## src/resp_pkg.sv

```systemverilog
// ----------------------------------------------------------------------------
// resp_pkg
// Shared types and constants of the stream parser: event and status codes,
// the classified operation that goes from the front end to the back end,
// and the queue geometry.
// ----------------------------------------------------------------------------
package resp_pkg;

  localparam int VALUE_W = 64;
  localparam int BYTE_W  = 8;
  localparam int DEPTH_W = 4;

  // result beat packing
  localparam int TDATA_W = 80;
  localparam int TUSER_W = 5;

  // front-to-back queue
  localparam int QDEPTH = 4;
  localparam int QPTR_W = 2;
  localparam int QCNT_W = 3;

  typedef enum logic [2:0] {
    EV_PAYLOAD  = 3'd0,
    EV_STR_END  = 3'd1,
    EV_ERR_END  = 3'd2,
    EV_INT      = 3'd3,
    EV_BULK_HDR = 3'd4,
    EV_BULK_END = 3'd5,
    EV_ARRAY    = 3'd6,
    EV_FAULT    = 3'd7
  } event_t;

  typedef enum logic [1:0] {
    ST_OK         = 2'd0,
    ST_BAD_TYPE   = 2'd1,
    ST_INCOMPLETE = 2'd2,
    ST_LIMIT      = 2'd3
  } status_t;

  // One classified byte. A quiet op carries no event of its own and is
  // queued only to run the buffer-end check against the array stack.
  typedef struct packed {
    event_t               ev;
    logic                 quiet;
    logic                 last;
    logic [VALUE_W-1:0]   value;
    logic [BYTE_W-1:0]    pbyte;
    status_t              status;
  } op_t;

endpackage

```

## src/resp_front.sv

```systemverilog
// ----------------------------------------------------------------------------
// resp_front
// Byte classifier: tracks the token phase, accumulates decimal headers,
// counts bulk payload; queues each byte's op unless quiet and not buffer end.
// ----------------------------------------------------------------------------
module resp_front #(
  parameter int COUNT_BITS = 32
) (
  input  logic                        clk,
  input  logic                        rst,
  input  logic                        in_valid,
  output logic                        in_ready,
  input  logic [resp_pkg::BYTE_W-1:0] in_byte,
  input  logic                        in_last,
  input  logic                        q_full,
  output logic                        push,
  output resp_pkg::op_t               op
);

  localparam logic [7:0] ChCr    = 8'h0D;
  localparam logic [7:0] ChLf    = 8'h0A;
  localparam logic [7:0] ChZero  = 8'h30;
  localparam logic [7:0] ChPlus  = 8'h2B;
  localparam logic [7:0] ChMinus = 8'h2D;
  localparam logic [7:0] ChColon = 8'h3A;
  localparam logic [7:0] ChDollar = 8'h24;
  localparam logic [7:0] ChStar  = 8'h2A;
  localparam logic [63:0] CntMask = {64{1'b1}} >> (64 - COUNT_BITS);

  typedef enum logic [3:0] {
    PH_IDLE, PH_LINE, PH_LINE_LF, PH_NUM, PH_NUM_LF,
    PH_BULK_DATA, PH_BULK_CR, PH_BULK_LF
  } phase_t;

  typedef enum logic [2:0] {K_STR, K_ERR, K_INT, K_BULK, K_ARR} kind_t;

  phase_t      phase, phase_next;
  kind_t       kind, kind_next;
  logic [63:0] accum, accum_next;
  logic [63:0] bulk_rem, bulk_rem_next;
  logic [63:0] accum_x10;
  logic [63:0] digit;
  resp_pkg::status_t st;
  logic        accept;

  assign in_ready  = !q_full;
  assign accept    = in_valid && in_ready;
  assign accum_x10 = {accum[60:0], 3'b000} + {accum[62:0], 1'b0};
  assign digit     = {56'd0, in_byte} - {56'd0, ChZero};

  always_comb begin
    phase_next    = phase;
    kind_next     = kind;
    accum_next    = accum;
    bulk_rem_next = bulk_rem;
    st            = resp_pkg::ST_OK;
    op.ev         = resp_pkg::EV_PAYLOAD;
    op.quiet      = 1'b1;
    op.last       = in_last;
    op.value      = '0;
    op.pbyte      = '0;
    op.status     = resp_pkg::ST_OK;

    unique case (phase)
      PH_IDLE: begin
        accum_next = '0;
        priority if (in_byte == ChPlus) begin
          kind_next = K_STR; phase_next = PH_LINE;
        end else if (in_byte == ChMinus) begin
          kind_next = K_ERR; phase_next = PH_LINE;
        end else if (in_byte == ChColon) begin
          kind_next = K_INT; phase_next = PH_NUM;
        end else if (in_byte == ChDollar) begin
          kind_next = K_BULK; phase_next = PH_NUM;
        end else if (in_byte == ChStar) begin
          kind_next = K_ARR; phase_next = PH_NUM;
        end else begin
          st = resp_pkg::ST_BAD_TYPE;
        end
      end
      PH_LINE: begin
        if (in_byte == ChCr) begin
          phase_next = PH_LINE_LF;
        end else begin
          op.quiet = 1'b0;
          op.ev    = resp_pkg::EV_PAYLOAD;
          op.pbyte = in_byte;
        end
      end
      PH_LINE_LF: begin
        // the byte after CR is taken as LF unchecked
        op.quiet   = 1'b0;
        op.ev      = (kind == K_ERR) ? resp_pkg::EV_ERR_END : resp_pkg::EV_STR_END;
        phase_next = PH_IDLE;
      end
      PH_NUM: begin
        if (in_byte == ChCr) begin
          phase_next = PH_NUM_LF;
        end else begin
          accum_next = accum_x10 + digit;
        end
      end
      PH_NUM_LF: begin
        phase_next = PH_IDLE;
        priority if (kind == K_BULK) begin
          op.quiet      = 1'b0;
          op.ev         = resp_pkg::EV_BULK_HDR;
          op.value      = accum;
          bulk_rem_next = accum;
          phase_next    = (accum != '0) ? PH_BULK_DATA : PH_BULK_CR;
        end else if (kind == K_ARR) begin
          if ((accum & ~CntMask) != '0) begin
            st = resp_pkg::ST_LIMIT;
          end else begin
            op.quiet = 1'b0;
            op.ev    = resp_pkg::EV_ARRAY;
            op.value = accum;
          end
        end else begin
          op.quiet = 1'b0;
          op.ev    = resp_pkg::EV_INT;
          op.value = accum;
        end
      end
      PH_BULK_DATA: begin
        op.quiet      = 1'b0;
        op.ev         = resp_pkg::EV_PAYLOAD;
        op.pbyte      = in_byte;
        bulk_rem_next = bulk_rem - 64'd1;
        if (bulk_rem == 64'd1) begin
          phase_next = PH_BULK_CR;
        end
      end
      PH_BULK_CR: begin
        if (in_byte != ChCr) st = resp_pkg::ST_INCOMPLETE;
        else phase_next = PH_BULK_LF;
      end
      PH_BULK_LF: begin
        if (in_byte != ChLf) begin
          st = resp_pkg::ST_INCOMPLETE;
        end else begin
          op.quiet   = 1'b0;
          op.ev      = resp_pkg::EV_BULK_END;
          phase_next = PH_IDLE;
        end
      end
      default: phase_next = PH_IDLE;
    endcase

    // buffer ends inside an open token
    if (st == resp_pkg::ST_OK && in_last && phase_next != PH_IDLE) begin
      st = resp_pkg::ST_INCOMPLETE;
    end

    if (st != resp_pkg::ST_OK) begin
      op.quiet   = 1'b0;
      op.ev      = resp_pkg::EV_FAULT;
      op.value   = '0;
      op.pbyte   = '0;
      op.status  = st;
      phase_next = PH_IDLE;
    end
  end

  // drop quiet bytes unless they end the buffer
  assign push = accept && (!op.quiet || in_last);

  always_ff @(posedge clk) begin
    if (rst) begin
      phase    <= PH_IDLE;
      kind     <= K_STR;
      accum    <= '0;
      bulk_rem <= '0;
    end else if (accept) begin
      phase    <= phase_next;
      kind     <= kind_next;
      accum    <= accum_next;
      bulk_rem <= bulk_rem_next;
    end
  end

endmodule

```

## src/resp_queue.sv

```systemverilog
// ----------------------------------------------------------------------------
// resp_queue
// Short register queue of classified ops between front and back end.
// ----------------------------------------------------------------------------
module resp_queue (
  input  logic          clk,
  input  logic          rst,
  input  logic          push,
  input  resp_pkg::op_t push_op,
  output logic          full,
  input  logic          pop,
  output logic          head_valid,
  output resp_pkg::op_t head_op
);

  resp_pkg::op_t                   slots [resp_pkg::QDEPTH];
  logic [resp_pkg::QPTR_W-1:0]     wr_ptr;
  logic [resp_pkg::QPTR_W-1:0]     rd_ptr;
  logic [resp_pkg::QCNT_W-1:0]     count;

  assign full       = (count == resp_pkg::QCNT_W'(resp_pkg::QDEPTH));
  assign head_valid = (count != '0);
  assign head_op    = slots[rd_ptr];

  always_ff @(posedge clk) begin
    if (push) begin
      slots[wr_ptr] <= push_op;
    end
  end

  always_ff @(posedge clk) begin
    if (rst) begin
      wr_ptr <= '0;
      rd_ptr <= '0;
      count  <= '0;
    end else begin
      if (push) wr_ptr <= wr_ptr + resp_pkg::QPTR_W'(1);
      if (pop)  rd_ptr <= rd_ptr + resp_pkg::QPTR_W'(1);
      unique case ({push, pop})
        2'b10:   count <= count + resp_pkg::QCNT_W'(1);
        2'b01:   count <= count - resp_pkg::QCNT_W'(1);
        default: count <= count;
      endcase
    end
  end

endmodule

```

## src/resp_back.sv

```systemverilog
// ----------------------------------------------------------------------------
// resp_back
// Array stack and result stage: applies each op to the nesting stack,
// resolves element completion, depth faults and the buffer-end check, and
// holds the result beat in an output register.
// ----------------------------------------------------------------------------
module resp_back #(
  parameter int MAX_DEPTH  = 8,
  parameter int COUNT_BITS = 32
) (
  input  logic                         clk,
  input  logic                         rst,
  input  logic                         head_valid,
  input  resp_pkg::op_t                head_op,
  output logic                         pop,
  output logic                         out_valid,
  input  logic                         out_ready,
  output resp_pkg::event_t             out_ev,
  output logic [resp_pkg::VALUE_W-1:0] out_value,
  output logic [resp_pkg::BYTE_W-1:0]  out_pbyte,
  output logic [resp_pkg::DEPTH_W-1:0] out_depth,
  output logic                         out_done,
  output resp_pkg::status_t            out_status
);

  localparam int LVL_W = $clog2(MAX_DEPTH + 1);
  localparam int IDX_W = (MAX_DEPTH > 1) ? $clog2(MAX_DEPTH) : 1;

  logic [COUNT_BITS-1:0] pending [MAX_DEPTH];
  logic [LVL_W-1:0]      level, level_next;
  logic [IDX_W-1:0]      target;
  logic                  found;
  logic                  complete;
  logic                  push_en;
  logic                  dec_en;
  logic                  have;
  logic                  done;
  resp_pkg::status_t     st;

  assign pop = head_valid && (!out_valid || out_ready);

  // highest open level whose count does not run out with this element
  always_comb begin
    found  = 1'b0;
    target = '0;
    for (int i = 0; i < MAX_DEPTH; i++) begin
      if (LVL_W'(i) < level && pending[i] != COUNT_BITS'(1)) begin
        found  = 1'b1;
        target = IDX_W'(i);
      end
    end
  end

  always_comb begin
    level_next = level;
    complete   = 1'b0;
    push_en    = 1'b0;
    dec_en     = 1'b0;
    done       = 1'b0;
    have       = 1'b0;
    st         = head_op.status;

    if (head_op.ev == resp_pkg::EV_FAULT) begin
      have = 1'b1;
    end else if (!head_op.quiet) begin
      have = 1'b1;
      unique case (head_op.ev)
        resp_pkg::EV_STR_END, resp_pkg::EV_ERR_END,
        resp_pkg::EV_INT, resp_pkg::EV_BULK_END: complete = 1'b1;
        resp_pkg::EV_ARRAY: begin
          priority if (head_op.value == '0) begin
            complete = 1'b1;
          end else if (level >= LVL_W'(MAX_DEPTH)) begin
            st = resp_pkg::ST_LIMIT;
          end else begin
            push_en    = 1'b1;
            level_next = level + LVL_W'(1);
          end
        end
        default: ;
      endcase
    end

    if (complete) begin
      if (found) begin
        dec_en     = 1'b1;
        level_next = LVL_W'(target) + LVL_W'(1);
      end else begin
        level_next = '0;
        done       = 1'b1;
      end
    end

    if (st == resp_pkg::ST_OK && head_op.last && level_next != '0) begin
      st = resp_pkg::ST_INCOMPLETE;
    end

    if (st != resp_pkg::ST_OK) begin
      have       = 1'b1;
      done       = 1'b0;
      level_next = '0;
    end
  end

  // each stack entry loads on push and counts down in place
  always_ff @(posedge clk) begin
    for (int i = 0; i < MAX_DEPTH; i++) begin
      if (pop && push_en && level == LVL_W'(i)) begin
        pending[i] <= head_op.value[COUNT_BITS-1:0];
      end else if (pop && dec_en && target == IDX_W'(i)) begin
        pending[i] <= pending[i] - COUNT_BITS'(1);
      end
    end
  end

  always_ff @(posedge clk) begin
    if (rst) begin
      level     <= '0;
      out_valid <= 1'b0;
    end else if (pop) begin
      level     <= level_next;
      out_valid <= have;
    end else if (out_ready) begin
      out_valid <= 1'b0;
    end
  end

  always_ff @(posedge clk) begin
    if (pop) begin
      out_depth <= resp_pkg::DEPTH_W'(level);
      if (st != resp_pkg::ST_OK) begin
        out_ev     <= resp_pkg::EV_FAULT;
        out_value  <= '0;
        out_pbyte  <= '0;
        out_done   <= 1'b0;
        out_status <= st;
      end else begin
        out_ev     <= head_op.ev;
        out_value  <= head_op.value;
        out_pbyte  <= head_op.pbyte;
        out_done   <= done;
        out_status <= resp_pkg::ST_OK;
      end
    end
  end

endmodule

```

## src/resp_stream_parser.sv

```systemverilog
// ----------------------------------------------------------------------------
// resp_stream_parser
// Byte-serial tokenizer for the RESP2 request format with bounded array
// nesting and a decoupled classifier / stack stage.
// ----------------------------------------------------------------------------
//
//  channel | dir | tdata                                   | tuser / tlast
//  --------+-----+-----------------------------------------+------------------
//  s_*     | in  | [7:0] in_byte                           | tlast = in_last
//  m_*     | out | [63:0] value, [71:64] payload_byte,     | tuser [2:0] event,
//          |     | [75:72] depth, [79:76] zero             | [4:3] status;
//          |     |                                         | tlast = msg done
//
//  One byte per cycle sustained while the op queue has room. A result beat
//  passes through the classifier and op queue, then the stack stage and its
//  output register. Header bytes, digits and CRs outside bulk payload cause
//  no beat unless they fault. rst (synchronous) returns the parser to idle
//  with an empty array stack. When m_tready is low the result register holds,
//  the four-entry op queue fills, and s_tready drops once it is full.
//
module resp_stream_parser #(
  parameter int MAX_DEPTH  = 8,
  parameter int COUNT_BITS = 32
) (
  input  logic                         clk,
  input  logic                         rst,
  // input byte stream
  input  logic                         s_tvalid,
  output logic                         s_tready,
  input  logic [7:0]                   s_tdata,  // [7:0] in_byte
  input  logic                         s_tlast,  // in_last
  // token stream
  output logic                         m_tvalid,
  input  logic                         m_tready,
  output logic [resp_pkg::TDATA_W-1:0] m_tdata,  // value, payload_byte, depth
  output logic [resp_pkg::TUSER_W-1:0] m_tuser,  // event_res, status
  output logic                         m_tlast   // message_done
);

  resp_pkg::op_t                    front_op;
  resp_pkg::op_t                    head_op;
  logic                             push;
  logic                             q_full;
  logic                             head_valid;
  logic                             pop;
  resp_pkg::event_t                 out_ev;
  resp_pkg::status_t                out_status;
  logic [resp_pkg::VALUE_W-1:0]     out_value;
  logic [resp_pkg::BYTE_W-1:0]      out_pbyte;
  logic [resp_pkg::DEPTH_W-1:0]     out_depth;

  // classify each accepted byte against the token phase
  resp_front #(
    .COUNT_BITS (COUNT_BITS)
  ) u_front (
    .clk      (clk),
    .rst      (rst),
    .in_valid (s_tvalid),
    .in_ready (s_tready),
    .in_byte  (s_tdata),
    .in_last  (s_tlast),
    .q_full   (q_full),
    .push     (push),
    .op       (front_op)
  );

  // decouple the classifier from result backpressure
  resp_queue u_queue (
    .clk        (clk),
    .rst        (rst),
    .push       (push),
    .push_op    (front_op),
    .full       (q_full),
    .pop        (pop),
    .head_valid (head_valid),
    .head_op    (head_op)
  );

  // advance the array stack and register the result beat
  resp_back #(
    .MAX_DEPTH  (MAX_DEPTH),
    .COUNT_BITS (COUNT_BITS)
  ) u_back (
    .clk        (clk),
    .rst        (rst),
    .head_valid (head_valid),
    .head_op    (head_op),
    .pop        (pop),
    .out_valid  (m_tvalid),
    .out_ready  (m_tready),
    .out_ev     (out_ev),
    .out_value  (out_value),
    .out_pbyte  (out_pbyte),
    .out_depth  (out_depth),
    .out_done   (m_tlast),
    .out_status (out_status)
  );

  assign m_tdata = {4'b0000, out_depth, out_pbyte, out_value};
  assign m_tuser = {out_status, out_ev};

endmodule

```

## config.mk

```make
export PLATFORM = sky130hd
export DESIGN_NAME = resp_stream_parser
export DESIGN_NICKNAME = d
export VERILOG_FILES = /design/src/resp_pkg.sv /design/src/resp_front.sv /design/src/resp_queue.sv /design/src/resp_back.sv /design/src/resp_stream_parser.sv
export SDC_FILE = /design/constraint.sdc
export NUM_CORES = 2
export LEC_CHECK = 0
export BUFFER_PORTS_ARGS = -buffer_cell sky130_fd_sc_hd__buf_2
export CORE_AREA = 2 2 284 286
export CTS_BUF_LIST = sky130_fd_sc_hd__clkbuf_16
export DETAILED_ROUTE_END_ITERATION = 10
export DIE_AREA = 0 0 286 288
export GPL_TIMING_DRIVEN = 0
export PLACE_DENSITY = 0.71
export SYNTH_ARGS = -nofsm -noshare
export SYNTH_HDL_FRONTEND = slang
export SYNTH_SLANG_ARGS = --single-unit
```

## constraint.sdc

```tcl
create_clock -name clk -period 23.2 [get_ports clk]
set_input_delay 4.64 -clock clk [delete_from_list [all_inputs] [get_ports clk]]
set_output_delay 4.64 -clock clk [all_outputs]
set_load 0.1 [all_outputs]
```

; ---- After elaboration in Yosys (flattened, before gate mapping)
; Memory sizes are Yosys's and may differ from the RTL's. A register that Yosys moved wholly into a read port is not among the register bits.
; Index checks and enable logic that the tools add are counted.
[totals]
reg_bits = 229
ram_bits = 572
input_bits = 13
word_cells = 343
n_memories = 2
[memory_table]
columns = name, words, width, rd, rd_ports_with_merged_regs, write_ports, line
row1 = u_queue.slots, 4, 79, 1, 1, 1, resp_queue.sv:16  ; resp_pkg::op_t slots [resp_pkg::QDEPTH];
row2 = u_back.pending, 8, 32, 8, 0, 1, resp_back.sv:29  ; logic [COUNT_BITS-1:0] pending [MAX_DEPTH];
[classes]
addsub = 18
magnitude_cmp = 9
eq_ne = 52
mux = 170
bitwise = 9
reduce_logical = 68
[ops]
columns = operator, count
row1 = 32-bit 2-to-1 mux, 15
row2 = 64-bit 2-to-1 mux, 6
row3 = "32-bit by 1-bit != test with 1-bit output, second input constant", 8
row4 = 64-bit one-hot mux with 2 select lines, 2
row5 = "32-bit by 1-bit subtractor with 32-bit output, second input constant", 8
row6 = 32-bit OR reduction, 7
row7 = 64-bit adder, 2
row8 = 64-bit nonzero test, 2
row9 = 4-bit 2-to-1 mux, 25
row10 = 1-bit 2-to-1 mux, 76
row11 = 74-bit 2-to-1 mux, 1
row12 = "64-bit by 1-bit equality test with 1-bit output, second input constant", 1
row13 = 64-bit logical NOT, 1
row14 = "64-bit by 1-bit subtractor with 64-bit output, second input constant", 1
row15 = 3-bit 2-to-1 mux, 16
row16 = 2-bit 2-to-1 mux, 22
row17 = "8-bit by 6-bit equality test with 1-bit output, second input constant", 5
row18 = 1-bit logical AND, 33
row19 = "4-bit by 3-bit equality test with 1-bit output, second input constant", 8
row20 = 4-bit one-hot mux with 7 select lines, 1
row21 = "3-bit equality test, second input constant", 9
row22 = 4-bit one-hot mux with 5 select lines, 1
row23 = "4-bit by 2-bit equality test with 1-bit output, second input constant", 4
row24 = "3-bit by 4-bit less-than comparator with 1-bit output, first input constant", 4
row25 = 37 further kinds, 68

; ---- Logic depth before layout (Yosys ltp)
; An unclocked memory read counts as a cell.
[depth]
word_depth = 27
ltp_mapped = 16
mapped_depth_nobuf = 16

; ---- Cells and area by module
; Synthesis repeated with hierarchy kept, for this count alone.
[unflattened]
cells_unflattened = 3885
hier_area_um2 = 43772.0
[by_module_without_submodules]
columns = mod, n_inst, cells_per_inst, area_each_um2
row1 = resp_back, 1, 1775, 19520.0
row2 = resp_front, 1, 1649, 12409.4
row3 = resp_queue, 1, 456, 11808.8
row4 = resp_stream_parser, 1, 5, 33.8

; ---- Least setup slack after synthesis
; OpenSTA, ideal clock, no wires.
[synth_path]
path_type = input to register
from = input port s_tdata[6]
to = register u_front.accum[54]
setup_ns = 0.117
t_arrival_ns = 13.404
setup_slack_ns = 9.679
stages = 14
n_path_buf = 1
path_cell_list = clkbuf_1 nor3_1 fa_1 ha_1 a21o_1 a21o_1 a211oi_1 a211o_1 o211a_1 a21oi_1 or2_2 a31oi_1 xnor2_1 a22o_1
[synth_via]
elab_chain_cells = 4
[synth_lines]
columns = element, line
row1 = start: declaration, resp_stream_parser.sv:30  ; input logic [7:0] s_tdata,
row2 = 8-bit by 6-bit subtractor with 9-bit output, resp_front.sv:49  ; assign digit = {56'd0, in_byte} - {56'd0, ChZero};
row3 = 64-bit adder, resp_front.sv:100  ; accum_next = accum_x10 + digit;
row4 = 64-bit 2-to-1 mux, resp_front.sv:97  ; if (in_byte == ChCr) begin
row5 = 64-bit one-hot mux with 2 select lines, resp_front.sv:64  ; unique case (phase)
row6 = end signal: assignment, resp_front.sv:177  ; accum <= accum_next;
row7 = end: declaration, resp_front.sv:39  ; logic [63:0] accum, accum_next;
; Several ways; a longest one is shown, not always the timed one. The select of a mux whose other input is x is not followed.
; A chain may end at the register's enable or synchronous reset.

; ---- Worst setup path in the final report
[layout_path]
from = input port s_tdata[4]
to = register u_front.accum[57]
; Same word-level chain as after synthesis.

==> metrics.md <==
| Metric | Value |
|---|---|
| Nets | `4391` |
| Reg2Reg Depth | `14` |
| DIE HEIGHT | `288 um` |
| Crit-path cells | `buf_2 > ha_1 > nor3_2 > buf_6 > buf_6 > buf_6 > buf_6 > buf_6 > fa_1 > ha_1 > clkbuf_1 > nand4_1 > nor3_1 > nand3_1 > a2111oi_0 > a221oi_1 > a21oi_1 > a41oi_1 > xnor2_1 > a22o_1` |
| Sequential cell area fraction in the yosys report | `52.3%` |
| Slew HR | `-7.66%` |
| First-pass GRT wire length | `around 190000 um` |
| Worst IR drop on VDD | `154 uV` |
| Pwr Density | `97.7 nW/um^2` |
| Initial core utilization | `approximately 54%` |
| Post-cts resize count | `0` |
| Max_cap viols | `4` |
| Top post-synthesis cells by area | `edfxtp_1 (45%), dfxtp_1 (6.9%), mux4_2 (4.1%)` |
| Failing checks | `capacitance limit, slew limit` |
| Worst path max stage delay | `1.15 ns` |
| DP Wirelength | `86800 um` |
| RSZ-0062 raised after global routing | `no` |
| CP max FO | `11` |
| CTS Buf Count | `84` |
| Biggest area consumer among synthesized cells | `edfxtp_1` |
| Fin. Hold Viols | `0` |
| Yosys top cell area share | `a little under half` |
| Worst-Skew Late Latency | `0.64 ns` |
| Non-Filler Instances | `about 5.3k` |
| Core Footprint | `79600 sq um` |
| Worst Hold Class | `reg -> reg` |
| Async set-reset flop share out of synthesis | `0%` |
| Total detailed-routing wirelength | `around 130000 um` |
| Antenna violations before repair | `4` |
| Vias in the first global route | `~32k` |
| Worst Setup End Kind | `flip-flop` |
| Netlist cell types | `80` |
| Share of layout cells above drive strength 1 | `9.24%` |
| Req. time, crit path | `23.71 ns` |
| CP most frequent cell | `buf_6` |
| Clock sinks | `803` |
| # rows | `104` |
| Initial drt markers | `around 3.8k` |
| Mapped Cells | `4015` |
| Clk buf depth | `3` |
| GPL Wtd Cong | `1.00` |
| Min Tclk post-route | `around 10 ns` |
| Grt ovf | `0` |
| Startpoint Class | `input port` |
| Die Wd | `286 um` |
| Io pins | `101` |
| Hold_ws | `0.478 ns` |
| Die ar. | `82400 sq um` |
| Post-CTS setup buffer count | `0` |
| WL/cell | `23.6 um` |
| GRT Overall Usage | `roughly 30%` |
| Cts hold-fix bufs | `0` |
| Setup TNS Final | `0 ns` |
| Mapped cell area | `43300 sq um` |
| Vias per cell | `6.30` |
| Mean area per synthesized cell | `10.8 sq um` |
| Hold Path Cell Cnt | `2` |
| Commonest cells after routing, fill and taps aside | `edfxtp_1 (654), nand2_1 (452), o21ai_0 (324)` |
| Status | `complete, but fails checks` |
| DR pass1 iterations | `6` |
| Setup violators final | `0` |
| Share of the clock period used by the worst path | `43.5%` |
| CTS tree | `done` |
| DRC | `0` |
| Yosys reg bits | `about 800` |
| Max frequency | `0.0991 GHz` |
| H-Tree Depth | `3` |
| Worst-Margin Slew | `1.61 ns` |
| EDFF count, synth | `654` |
| Slowest-stage cell, CP | `a2111oi_0` |
| PortBufs | `between 90 and 100` |
| P&R area growth vs syn | `11.9%` |
| Top_reg_cell synth | `edfxtp_1` |
| Leakage Power | `17.5 nW` |
| Clock root buffer master | `clkbuf_16` |
| Most common cell after layout, fill and taps aside | `edfxtp_1` |
| Largest net degree at the start of global routing | `65` |
| Pins Over Slew Limit | `33` |
| Inst Count DP | `5192` |
| ANT nets after route | `0` |
| WP data arrival | `10.61 ns` |
| CP Class | `in -> reg` |
| Reg clk slew, reported paths | `0.06 ns` |
| Synth warn | `0` |
| Clock Skews | `roughly 0.041 ns` |
| Via count | `33.7k` |
## path summary, 6_finish.rpt
kind	to	slack, ns	startpoint
setup reg to reg	u_back.pending[0][38]	17.08	flip-flop
hold / removal	u_front.bulk_rem[19]	0.48	u_front.bulk_rem[19]
hold reg to reg	u_front.bulk_rem[19]	0.48	u_front.bulk_rem[19]
setup / recovery	u_front.accum[57]	13.11	s_tdata[4]
## metrics by stage
stage | power, W | cell area (sq um) | utilization, % | setup WS [ns]
global route | 0.00485 | 48500 | 60.8 | 13.14
floorplan | 0.00287 | 43300 | - | 9.68
CTS | 0.00474 | 48400 | 60.8 | 13.41
detailed placement | 0.00333 | 45600 | 57.2 | 12.75
global placement | 0.00329 | 45100 | 56.6 | 6.15
finish | 0.00473 | 48500 | 60.9 | 13.11
## synthesized netlist by cell type, types with 11 or more instances
cell / number
nand2_1: 455
edfxtp_1: 654
o22ai_1: 15
xnor2_1: 189
a31oi_1: 28
dfxtp_1: 149
nand3_1: 108
inv_1: 85
nand2b_1: 22
or3_1: 56
fa_1: 62
a21oi_1: 236
a21o_1: 70
o211ai_1: 11
ha_1: 98
nor3_1: 133
o31ai_1: 15
xor2_1: 93
mux4_2: 79
nor3b_1: 11
nor4_1: 112
buf_2: 11
clkbuf_1: 175
o21ai_0: 330
buf_1: 35
or2_2: 17
nand4_1: 35
a211oi_1: 24
o21bai_1: 18
and3_1: 87
and2_1: 82
nor2_1: 284
a22oi_1: 23
or4_1: 37
a22o_1: 20
nor2b_1: 17
## worst max-delay path, delay by kind of cell
| kind | cells | cell delay (ns) |
|---|---|---|
| AND/OR/NAND/NOR | 4 | 1.05 |
| XOR/XNOR | 1 | 0.16 |
| AO/OA/AOI/OAI | 5 | 2.32 |
| adder cells (fa/ha/maj) | 3 | 0.97 |
| buffers and inverters | 7 | 1.45 |
## final cells by class
class                           instances  area [sq um]
Fill cell                            6494         31200
Timing Repair Buffer                  114           837
Inverter                               85           322
Clock inverter                         69           721
Antenna cell                            1          2.50
Sequential cell                       803         22600
Buffer                                230           920
Tap cell                             1060          1330
Clock buffer                           87          2180
Multi-Input combinational cell       2900         19500
## kinds of logic (layout without fill, tap and decap cells)
kind of cell / count (synthesis) / in the layout / synth area share, %
other: 1 / 5 / 0.00866
DFF: 803 / 803 / 52.3
xor gates and xnor gates: 282 / 282 / 5.71
and+or+nand+nor: 1484 / 1484 / 16.8
buffers and inverters: 315 / 585 / 2.85
adders and majority gates: 160 / 160 / 5.70
AOI/OAI and AO/OA: 875 / 875 / 12.2
muxes: 95 / 95 / 4.50
## where the power goes
| part | internal [W] | switching, W |
|---|---|---|
| Combinational | 0.000316 | 0.00115 |
| Sequential | 0.00179 | 0.0000498 |
| Clock | 0.000847 | 0.000579 |
| Total | 0.00295 | 0.00178 |
## state kept, by name, indices dropped and copies added, names as in the netlist, named ones only
signal             flops
u_queue.wr_ptr         2
u_front.phase          4
u_back.out_status      2
u_back.out_ev          3
u_back.out_value      64
u_back.out_done        1
u_back.level           4
u_front.bulk_rem      64
u_front.kind           3
u_back.out_depth       4
u_queue.count          3
u_queue.rd_ptr         2
u_back.pending       256
u_back.out_pbyte       8
u_queue.slots        316
u_front.accum         64
u_back.out_valid       1
## per-layer routing
metal  part of all wire [%]  vias up  routed length (um)  GRT usage (%)
met5                  0.028        -                  36              0
met4                    6.2        6                7880           17.9
met3                    8.0      411               10200           4.34
met2                     46     1590               58500           48.1
met1                     39    16400               49800           39.5
li1                       -    15300                   -              -
(Power assumes the default switching activity.)
